===== src/tpm_pkg.sv =====
// ----------------------------------------------------------------------------
// tpm_pkg
// Shared types and constants for the timer pool: the command and result
// formats, the timer entry layout, and the controller states.
// ----------------------------------------------------------------------------
package tpm_pkg;

    localparam int NUM_TIMERS = 16;
    localparam int TIDX_W     = $clog2(NUM_TIMERS);
    localparam int COUNT_W    = $clog2(NUM_TIMERS + 1);
    localparam int CMD_W      = 3;
    localparam int TASK_W     = 8;
    localparam int SECS_W     = 16;
    localparam int TPS_W      = 10;
    localparam int TICKS_W    = 26;
    localparam int STATUS_W   = 2;

    localparam logic [TPS_W-1:0] TPS_RESET = 10'd60;

    // command codes
    localparam logic [CMD_W-1:0] CMD_TICK     = 3'd0;
    localparam logic [CMD_W-1:0] CMD_ALLOC    = 3'd1;
    localparam logic [CMD_W-1:0] CMD_FREE     = 3'd2;
    localparam logic [CMD_W-1:0] CMD_ACTIVATE = 3'd3;
    localparam logic [CMD_W-1:0] CMD_STOP     = 3'd4;

    // status codes
    localparam logic [STATUS_W-1:0] ST_OK         = 2'd0;
    localparam logic [STATUS_W-1:0] ST_NONE_FREE  = 2'd1;
    localparam logic [STATUS_W-1:0] ST_ALREADY    = 2'd2;
    localparam logic [STATUS_W-1:0] ST_WRONG      = 2'd3;

    typedef enum logic [1:0] {
        TS_AVAIL = 2'd0,
        TS_ALLOC = 2'd1,
        TS_RUN   = 2'd2
    } tstate_t;

    typedef struct packed {
        logic [CMD_W-1:0]  cmd;
        logic [3:0]        timer_index;
        logic [TASK_W-1:0] owner_task;
        logic [SECS_W-1:0] duration_seconds;
    } in_item_t;

    typedef struct packed {
        logic [STATUS_W-1:0] status_code;
        logic [3:0]          result_timer;
        logic [TASK_W-1:0]   result_task;
        logic                expired;
        logic                last_result;
    } out_item_t;

    typedef struct packed {
        tstate_t            state;
        logic [TASK_W-1:0]  owner;
        logic [TICKS_W-1:0] remaining;
    } tmr_entry_t;

    typedef struct packed {
        logic              en;
        logic [TIDX_W-1:0] addr;
        tmr_entry_t        data;
    } ram_wr_t;

    typedef struct packed {
        logic              pop;
        logic              push;
        logic [TIDX_W-1:0] timer;
    } stk_req_t;

    typedef enum logic [2:0] {
        S_IDLE,
        S_CMD_RD,
        S_CMD_EX,
        S_TICK,
        S_TICK_END
    } fsm_t;

endpackage


===== src/tpm_timer_ram.sv =====
// ----------------------------------------------------------------------------
// tpm_timer_ram
// Timer entry store: one write port, one read port, registered read data.
// Entries never written read back as an available, zeroed timer.
// ----------------------------------------------------------------------------
module tpm_timer_ram (
    input  logic                        clk,
    input  logic                        rst_n,
    input  tpm_pkg::ram_wr_t            wr,
    input  logic                        rd_en,
    input  logic [tpm_pkg::TIDX_W-1:0]  rd_addr,
    output tpm_pkg::tmr_entry_t         rd_data
);
    import tpm_pkg::*;

    tmr_entry_t              mem_reg [NUM_TIMERS];
    tmr_entry_t              data_reg;
    logic                    data_vld_reg;
    logic [NUM_TIMERS-1:0]   vld_reg;

    always_ff @(posedge clk)
    begin
        if (wr.en)
        begin
            mem_reg[wr.addr] <= wr.data;
        end
        if (rd_en)
        begin
            data_reg <= mem_reg[rd_addr];
        end
    end

    // per-entry written flags stand in for clearing the array
    always_ff @(posedge clk or negedge rst_n)
    begin
        if (!rst_n)
        begin
            vld_reg      <= '0;
            data_vld_reg <= 1'b0;
        end
        else
        begin
            if (wr.en)
            begin
                vld_reg[wr.addr] <= 1'b1;
            end
            if (rd_en)
            begin
                data_vld_reg <= vld_reg[rd_addr];
            end
        end
    end

    assign rd_data = data_vld_reg ? data_reg : tmr_entry_t'('0);

endmodule


===== src/tpm_free_stack.sv =====
// ----------------------------------------------------------------------------
// tpm_free_stack
// LIFO of free timer indexes with fill count. Reset holds every timer,
// highest index on top.
// ----------------------------------------------------------------------------
module tpm_free_stack (
    input  logic                        clk,
    input  logic                        rst_n,
    input  tpm_pkg::stk_req_t           req,
    output logic [tpm_pkg::TIDX_W-1:0]  top_timer,
    output logic [tpm_pkg::COUNT_W-1:0] count
);
    import tpm_pkg::*;

    logic [TIDX_W-1:0]  stack_reg [NUM_TIMERS];
    logic [COUNT_W-1:0] count_reg;
    logic [COUNT_W-1:0] count_next;
    logic [COUNT_W-1:0] count_m1;
    logic               do_pop;
    logic               do_push;

    assign count_m1 = count_reg - 1'b1;
    assign do_pop   = req.pop && (count_reg != '0);
    // push onto a full stack is dropped
    assign do_push  = req.push && (count_reg < COUNT_W'(NUM_TIMERS));

    always_comb
    begin
        count_next = count_reg;
        if (do_pop)
        begin
            count_next = count_m1;
        end
        else if (do_push)
        begin
            count_next = count_reg + 1'b1;
        end
    end

    always_ff @(posedge clk or negedge rst_n)
    begin
        if (!rst_n)
        begin
            for (int i = 0; i < NUM_TIMERS; i++)
            begin
                stack_reg[i] <= TIDX_W'(i);
            end
            count_reg <= COUNT_W'(NUM_TIMERS);
        end
        else
        begin
            if (do_push && !do_pop)
            begin
                stack_reg[count_reg[TIDX_W-1:0]] <= req.timer;
            end
            count_reg <= count_next;
        end
    end

    assign top_timer = stack_reg[count_m1[TIDX_W-1:0]];
    assign count     = count_reg;

endmodule


===== src/timer_pool_manager.sv =====
// Commands: an accepted command passes through S_CMD_RD and S_CMD_EX; its result
//   is registered as the block returns to idle, and busy covers both states.
// A tick walks the timer store one entry per cycle in S_TICK, then S_TICK_END
//   sends the last result; busy stays high for the whole walk.
// One result strobe per expiry (or one if none); the receiver cannot stall.
// Reset: all timers available, free stack full, ticks_per_second = 60.
// ----------------------------------------------------------------------------
// timer_pool_manager
// Pool of countdown timers with a free-timer stack. Commands allocate, free,
// activate and stop timers; a tick counts every running timer down and
// reports expiries in ascending index order.
// ----------------------------------------------------------------------------
module timer_pool_manager (
    input  logic                       clk,
    input  logic                       rst_n,
    input  logic                       start,
    output logic                       busy,
    input  tpm_pkg::in_item_t          item,
    output logic                       result_strobe,
    output tpm_pkg::out_item_t         result,
    input  logic                       cfg_we,
    input  logic [tpm_pkg::TPS_W-1:0]  cfg_data
);
    import tpm_pkg::*;

    // controller state
    fsm_t                state_reg, state_next;

    // configuration
    logic [TPS_W-1:0]    tps_reg;

    // latched command
    logic [CMD_W-1:0]    cmd_reg;
    logic [TIDX_W-1:0]   idx_reg;
    logic [TASK_W-1:0]   task_reg;
    logic [TICKS_W-1:0]  prod_reg;
    logic [TICKS_W-1:0]  prod_next;

    // tick walk
    logic [TIDX_W-1:0]   scan_reg, scan_next;
    logic                pend_vld_reg, pend_vld_next;
    logic [TIDX_W-1:0]   pend_timer_reg, pend_timer_next;
    logic [TASK_W-1:0]   pend_task_reg, pend_task_next;

    // result register
    out_item_t           res_reg, res_next;
    logic                strobe_reg, strobe_next;

    // store interfaces
    ram_wr_t             ram_wr;
    logic                rd_en;
    logic [TIDX_W-1:0]   rd_addr;
    tmr_entry_t          rd_data;
    stk_req_t            stk_req;
    logic [TIDX_W-1:0]   stk_top;
    logic [COUNT_W-1:0]  stk_count;

    logic                accept;
    logic                idx_ok;
    logic                scan_last;
    logic [TICKS_W-1:0]  dec_ticks;

    tpm_timer_ram u_ram (
        .clk     (clk),
        .rst_n   (rst_n),
        .wr      (ram_wr),
        .rd_en   (rd_en),
        .rd_addr (rd_addr),
        .rd_data (rd_data)
    );

    tpm_free_stack u_stack (
        .clk       (clk),
        .rst_n     (rst_n),
        .req       (stk_req),
        .top_timer (stk_top),
        .count     (stk_count)
    );

    assign accept    = start && (state_reg == S_IDLE);
    assign busy      = (state_reg != S_IDLE);
    assign idx_ok    = ({1'b0, idx_reg} < (TIDX_W + 1)'(NUM_TIMERS));
    assign scan_last = (scan_reg == TIDX_W'(NUM_TIMERS - 1));
    // 16 x 10 product fits the 26-bit count exactly
    assign prod_next = TICKS_W'(item.duration_seconds) * TICKS_W'(tps_reg);
    assign dec_ticks = (rd_data.remaining != '0) ? rd_data.remaining - 1'b1 : '0;

    // ---------------- next state ----------------
    always_comb
    begin
        state_next = state_reg;
        unique case (state_reg)
            S_IDLE:
            begin
                if (start)
                begin
                    state_next = (item.cmd == CMD_TICK) ? S_TICK : S_CMD_RD;
                end
            end
            S_CMD_RD:   state_next = S_CMD_EX;
            S_CMD_EX:   state_next = S_IDLE;
            S_TICK:
            begin
                if (scan_last)
                begin
                    state_next = S_TICK_END;
                end
            end
            S_TICK_END: state_next = S_IDLE;
            default:    state_next = S_IDLE;
        endcase
    end

    // ---------------- datapath / outputs ----------------
    always_comb
    begin
        rd_en           = 1'b0;
        rd_addr         = '0;
        ram_wr          = ram_wr_t'('0);
        stk_req         = stk_req_t'('0);
        res_next        = res_reg;
        strobe_next     = 1'b0;
        scan_next       = scan_reg;
        pend_vld_next   = pend_vld_reg;
        pend_timer_next = pend_timer_reg;
        pend_task_next  = pend_task_reg;

        unique case (state_reg)
            S_IDLE:
            begin
                // tick starts its walk at entry 0 right away
                if (start && (item.cmd == CMD_TICK))
                begin
                    rd_en         = 1'b1;
                    rd_addr       = '0;
                    scan_next     = '0;
                    pend_vld_next = 1'b0;
                end
            end

            S_CMD_RD:
            begin
                rd_en   = 1'b1;
                rd_addr = idx_reg;
            end

            S_CMD_EX:
            begin
                strobe_next          = 1'b1;
                res_next.status_code = ST_WRONG;
                res_next.result_timer = idx_reg;
                res_next.result_task = '0;
                res_next.expired     = 1'b0;
                res_next.last_result = 1'b1;
                case (cmd_reg)
                    CMD_ALLOC:
                    begin
                        if (stk_count == '0)
                        begin
                            res_next.status_code  = ST_NONE_FREE;
                            res_next.result_timer = '0;
                        end
                        else
                        begin
                            stk_req.pop               = 1'b1;
                            ram_wr.en                 = 1'b1;
                            ram_wr.addr               = stk_top;
                            ram_wr.data.state         = TS_ALLOC;
                            ram_wr.data.owner         = task_reg;
                            ram_wr.data.remaining     = '0;
                            res_next.status_code      = ST_OK;
                            res_next.result_timer     = stk_top;
                            res_next.result_task      = task_reg;
                        end
                    end
                    CMD_FREE:
                    begin
                        if (idx_ok && (rd_data.state == TS_AVAIL))
                        begin
                            res_next.status_code = ST_ALREADY;
                        end
                        else if (idx_ok)
                        begin
                            ram_wr.en            = 1'b1;
                            ram_wr.addr          = idx_reg;
                            ram_wr.data          = tmr_entry_t'('0);
                            stk_req.push         = 1'b1;
                            stk_req.timer        = idx_reg;
                            res_next.status_code = ST_OK;
                        end
                    end
                    CMD_ACTIVATE:
                    begin
                        if (idx_ok && (rd_data.state == TS_ALLOC))
                        begin
                            ram_wr.en             = 1'b1;
                            ram_wr.addr           = idx_reg;
                            ram_wr.data.state     = TS_RUN;
                            ram_wr.data.owner     = rd_data.owner;
                            ram_wr.data.remaining = prod_reg;
                            res_next.status_code  = ST_OK;
                        end
                    end
                    CMD_STOP:
                    begin
                        if (idx_ok && (rd_data.state == TS_RUN))
                        begin
                            ram_wr.en             = 1'b1;
                            ram_wr.addr           = idx_reg;
                            ram_wr.data.state     = TS_ALLOC;
                            ram_wr.data.owner     = rd_data.owner;
                            ram_wr.data.remaining = '0;
                            res_next.status_code  = ST_OK;
                        end
                    end
                    default:
                    begin
                        // unknown command: wrong-state status, index echoed
                    end
                endcase
            end

            S_TICK:
            begin
                // read runs one entry ahead of the write-back
                if (!scan_last)
                begin
                    rd_en     = 1'b1;
                    rd_addr   = scan_reg + 1'b1;
                    scan_next = scan_reg + 1'b1;
                end
                if (rd_data.state == TS_RUN)
                begin
                    ram_wr.en         = 1'b1;
                    ram_wr.addr       = scan_reg;
                    ram_wr.data.owner = rd_data.owner;
                    if (dec_ticks == '0)
                    begin
                        ram_wr.data.state     = TS_ALLOC;
                        ram_wr.data.remaining = '0;
                        // earlier expiry is not the last one: send it now
                        if (pend_vld_reg)
                        begin
                            strobe_next           = 1'b1;
                            res_next.status_code  = ST_OK;
                            res_next.result_timer = pend_timer_reg;
                            res_next.result_task  = pend_task_reg;
                            res_next.expired      = 1'b1;
                            res_next.last_result  = 1'b0;
                        end
                        pend_vld_next   = 1'b1;
                        pend_timer_next = scan_reg;
                        pend_task_next  = rd_data.owner;
                    end
                    else
                    begin
                        ram_wr.data.state     = TS_RUN;
                        ram_wr.data.remaining = dec_ticks;
                    end
                end
            end

            S_TICK_END:
            begin
                strobe_next           = 1'b1;
                res_next.status_code  = ST_OK;
                res_next.result_timer = pend_vld_reg ? pend_timer_reg : '0;
                res_next.result_task  = pend_vld_reg ? pend_task_reg : '0;
                res_next.expired      = pend_vld_reg;
                res_next.last_result  = 1'b1;
                pend_vld_next         = 1'b0;
            end

            default:
            begin
            end
        endcase
    end

    // ---------------- control registers ----------------
    always_ff @(posedge clk or negedge rst_n)
    begin
        if (!rst_n)
        begin
            state_reg    <= S_IDLE;
            tps_reg      <= TPS_RESET;
            strobe_reg   <= 1'b0;
            pend_vld_reg <= 1'b0;
            scan_reg     <= '0;
        end
        else
        begin
            state_reg    <= state_next;
            strobe_reg   <= strobe_next;
            pend_vld_reg <= pend_vld_next;
            scan_reg     <= scan_next;
            if (cfg_we)
            begin
                tps_reg <= cfg_data;
            end
        end
    end

    // ---------------- payload registers ----------------
    always_ff @(posedge clk)
    begin
        res_reg        <= res_next;
        pend_timer_reg <= pend_timer_next;
        pend_task_reg  <= pend_task_next;
        if (accept)
        begin
            cmd_reg  <= item.cmd;
            idx_reg  <= item.timer_index;
            task_reg <= item.owner_task;
            prod_reg <= prod_next;
        end
    end

    assign result_strobe = strobe_reg;
    assign result        = res_reg;

`ifndef SYNTH
    // an accepted transfer always makes the block busy next cycle
    a_accept_busy: assert property (@(posedge clk) disable iff (!rst_n)
        accept |=> busy)
        else $error("accepted item did not raise busy");

    // only the tick walk produces a non-final result
    a_nonlast_from_tick: assert property (@(posedge clk) disable iff (!rst_n)
        (result_strobe && !result.last_result) |-> ($past(state_reg) == S_TICK))
        else $error("non-final result outside a tick walk");

    // expiries are always reported with ok status
    a_expiry_ok: assert property (@(posedge clk) disable iff (!rst_n)
        (result_strobe && result.expired) |-> (result.status_code == ST_OK))
        else $error("expiry reported with error status");

    // no store write while idle
    a_idle_no_write: assert property (@(posedge clk) disable iff (!rst_n)
        (state_reg == S_IDLE) |-> !ram_wr.en)
        else $error("timer store written while idle");

    // free count never exceeds the pool size
    a_count_bound: assert property (@(posedge clk) disable iff (!rst_n)
        stk_count <= COUNT_W'(NUM_TIMERS))
        else $error("free count above pool size");
`endif

endmodule

===== config.mk =====
export PLATFORM = sky130hd
export DESIGN_NAME = timer_pool_manager
export DESIGN_NICKNAME = d
export VERILOG_FILES = /design/src/tpm_pkg.sv /design/src/tpm_timer_ram.sv /design/src/tpm_free_stack.sv /design/src/timer_pool_manager.sv
export SDC_FILE = /design/constraint.sdc
export NUM_CORES = 1
export LEC_CHECK = 0
export BUFFER_PORTS_ARGS = -buffer_cell sky130_fd_sc_hd__buf_2
export CAP_MARGIN = 15
export CORE_ASPECT_RATIO = 2
export CORE_MARGIN = 2
export CORE_UTILIZATION = 50
export CTS_CLUSTER_DIAMETER = 30
export CTS_CLUSTER_SIZE = 30
export DETAILED_ROUTE_END_ITERATION = 10
export GPL_TIMING_DRIVEN = 1
export PLACE_DENSITY = 0.72
export SYNTH_ARGS = -nofsm -noshare
export SYNTH_HDL_FRONTEND = slang
export SYNTH_SLANG_ARGS = --single-unit

===== constraint.sdc =====
create_clock -name clk -period 6.2 [get_ports clk]
set_input_delay 1.24 -clock clk [delete_from_list [all_inputs] [get_ports clk]]
set_output_delay 1.24 -clock clk [all_outputs]
set_load 0.03 [all_outputs]

==> metrics <==
relative contribution of combinational cells to total power=0.381; maximum net fanout on the critical path=17; top cell type by total area after synthesis=sky130_fd_sc_hd__edfxtp_1; largest voltage drop on the vdd net=roughly 0.40 mV; crit path capture type=register; worst endpoint data arrival time=6.08 ns; main flop type after synthesis=sky130_fd_sc_hd__edfxtp_1; cts hold-fix bufs=0; required time reported for the critical path endpoint=approximately 6.6 ns; clock tree skew after final layout=~0.037 ns; cell internal power dissipation=approximately 13 mW; number of buffers inserted during clock tree synthesis=94; initial core utilization=0.5049; Setup Viol. Count Final=0; number of flip-flops in the largest register=576; insertion delay of the later-clocked pin in the worst-skew pair=approximately 0.68 ns; Fmax achieved=approximately 180 MHz; type of element launching the critical path=register; remaining number of nets flagged by the antenna check after routing=0; cell at the root of the clock tree=sky130_fd_sc_hd__clkbuf_16; Psw=roughly 7.5 mW; cell row count=approximately 140; power per unit of standard cell area=~470 nW/um^2; distinct cell type count after synthesis=78; Clk network pwr share=0.275; clk buf depth=3; result of the run=completed; number of hold violations in the final report=0; share of async-settable or async-resettable flops after synthesis=0.1336; Final GP Congestion=just over 0.9; top-level port count=63; most instantiated cells after synthesis=681 x sky130_fd_sc_hd__edfxtp_1, 441 x sky130_fd_sc_hd__nand2_1, 224 x sky130_fd_sc_hd__a211oi_1; final critical-path share of the clock period=0.9194; Area growth, synth to finish=13.17%; number of global-route vias before repair=around 26000; clock net sink count=~790; total length of routed wires=98850 um; Inserted Diodes=0; count of vias placed by the detailed router=25137; first-pass GRT wire length=149900 um; slew at the pin closest to its max-slew limit=1.220 ns; number of register bits inferred by synthesis=~790; post-route minimum period=roughly 5.7 ns; number of instances in the synthesized netlist=between 2000 and 3000; cell types occupying the most area after synthesis=sky130_fd_sc_hd__edfxtp_1 54%, sky130_fd_sc_hd__fa_1 5.8%, sky130_fd_sc_hd__dfrtp_1 4.5%, sky130_fd_sc_hd__a211oi_1 4.5%, sky130_fd_sc_hd__nand2_1 4.4%; switching part of the total=0.3755; post-synthesis instance area=approximately 38000 um^2; Mapped Avg Cell Area=about 13 um^2; kind of path behind the tightest hold check=register to register; fraction of power consumed by sequential logic=0.343; RSZ-0062 raised after global routing=no; share of the synthesized area in the top cell type=0.5415; Final Power=around 20 mW; Synthesized Nets=approximately 3200; count of yosys warnings during synthesis=0; full die area=between 70000 and 80000 um^2; total leakage power=~17 nW; top-count cell post-synth=sky130_fd_sc_hd__edfxtp_1; Wirelength per Cell=about 24 um; share of the yosys chip area belonging to registers=0.6123; Max transition margin=0.1813; Layout Nets=roughly 3200; pin count of the biggest net entering global routing=around 150; global-route total usage across every layer=0.2567; Max-cap violations=0; critical path class=register to register; drt initial violations=around 2100; Die Width=roughly 200 um; CTS H-tree lvls=3; number of iterations in the first detailed-routing pass=7; final setup TNS=0 ns; total half-perimeter wirelength after legalization and detailed placement=around 59000 um; EDFF count, synth=~700; Via-to-Cell Ratio=~6; core area=74800 um^2; post-cts resize count=0; number of setup buffers added after CTS=0; number of pins exceeding their max-slew limit in the final report=0; share of cells above drive strength 1=0.1518; TritonCTS clock tree=yes; DRC violations left=0; antenna violations before repair=0; input/output buffers=between 60 and 70; vertical die dimension=around 400 um; clock input transition at the sequential cells of the worst setup and hold paths=~0.06 ns; total congestion overflow after global routing=0
[placed cells by master (no fill, tap or decap), types with 31 or more instances in the layout]
cell and n:
sky130_fd_sc_hd__a211oi_1 224, sky130_fd_sc_hd__a21oi_1 112, sky130_fd_sc_hd__a311oi_1 39, sky130_fd_sc_hd__a31oi_1 79, sky130_fd_sc_hd__and2_1 88, sky130_fd_sc_hd__and3_1 161, sky130_fd_sc_hd__buf_2 61, sky130_fd_sc_hd__buf_4 91
sky130_fd_sc_hd__clkbuf_16 94, sky130_fd_sc_hd__dfrtp_1 68, sky130_fd_sc_hd__dfstp_2 37, sky130_fd_sc_hd__edfxtp_1 681, sky130_fd_sc_hd__fa_1 110, sky130_fd_sc_hd__ha_1 68, sky130_fd_sc_hd__inv_1 128, sky130_fd_sc_hd__mux2_2 31
sky130_fd_sc_hd__mux2i_1 40, sky130_fd_sc_hd__nand2_1 439, sky130_fd_sc_hd__nor2_1 45, sky130_fd_sc_hd__o21ai_0 85
[worst max-delay path, stage by stage, from the launching register on]
cell and delay, ns:
sky130_fd_sc_hd__dfstp_2 0.79, sky130_fd_sc_hd__nand2_1 0.12, sky130_fd_sc_hd__fa_1 0.50, sky130_fd_sc_hd__inv_1 0.06, sky130_fd_sc_hd__fa_1 0.50, sky130_fd_sc_hd__inv_1 0.05, sky130_fd_sc_hd__fa_1 0.52, sky130_fd_sc_hd__inv_1 0.05
sky130_fd_sc_hd__fa_1 0.48, sky130_fd_sc_hd__inv_1 0.05, sky130_fd_sc_hd__fa_1 0.47, sky130_fd_sc_hd__inv_1 0.04, sky130_fd_sc_hd__ha_1 0.29, sky130_fd_sc_hd__buf_4 0.13, sky130_fd_sc_hd__nand2_1 0.04, sky130_fd_sc_hd__nor3_1 0.24
sky130_fd_sc_hd__a2111o_1 0.23, sky130_fd_sc_hd__nand2_1 0.08, sky130_fd_sc_hd__o21ai_0 0.43, sky130_fd_sc_hd__o21a_1 0.24, sky130_fd_sc_hd__o211ai_1 0.10
[through the flow]
stage	cells	util	setup WS [ns]	cell area, um^2	hold WS [ns]
floorplan	2962	-	0.02381	37770	0.4231
global placement	3925	0.5284	-0.1344	39520	0.4441
detailed placement	3925	0.5284	-0.1595	39520	0.4433
CTS	4101	0.5711	0.5056	42710	0.4568
global route	4104	0.5714	0.1502	42740	0.4805
finish	4104	0.5714	0.4995	42740	0.4597
[cell type report]
class	instances	area, um^2
fill	5852	32060
sequential	786	23120
multi-input combinational	1845	13530
clock buffer	100	2405
tap	1008	1261
timing repair buffer	160	1149
clock inverter	76	788.3
inverter	129	484.2
[layer usage]
layer | global-route usage | share of wire | wire length, um | vias to the layer above
li1 | - | - | - | 11140
met1 | 0.2753 | 0.35 | 34110 | 12644
met2 | 0.4758 | 0.54 | 53410 | 1059
met3 | 0.04056 | 0.060 | 5884 | 294
met4 | 0.1424 | 0.055 | 5446 | 0
met5 | 0 | 0 | 0 | -
[logic make-up (layout without fill, tap and decap cells)]
family	after synthesis	count (layout)	synth area share
flops	786	786	0.6123
fa+ha+maj	178	178	0.08084
compound gates	647	647	0.1173
mux	92	92	0.03207
buf+inv	331	465	0.03376
xor+xnor	38	38	0.008813
simple gates	890	890	0.1149
[final timing paths]
| kind | startpoint | to | slack [ns] | cells after the start |
|---|---|---|---|---|
| setup / recovery | tps_reg[3] | prod_reg[25] | 0.50 | 20 |
| hold / removal | u_ram.vld_reg[7] | u_ram.vld_reg[7] | 0.46 | 1 |
| setup reg to reg | tps_reg[3] | prod_reg[25] | 0.50 | 20 |
| hold reg to reg | u_ram.vld_reg[7] | u_ram.vld_reg[7] | 0.46 | 1 |
| max in group asynchronous | rst_n | u_stack.stack_reg[54] | 4.34 | 2 |
| min in group asynchronous | rst_n | u_ram.vld_reg[0] | 0.51 | 1 |
[power by group through the flow]
stage	registers (mW)	logic [mW]	clock network, mW
final	6.89	7.65	5.52
after detailed placement	6.97	7.57	0
after global placement	6.96	7.41	0
after CTS	6.87	7.62	5.58
after global routing	6.91	8.39	5.80
after floorplan	6.80	5.34	0
No activity file was read; power rests on OpenSTA's default activity.
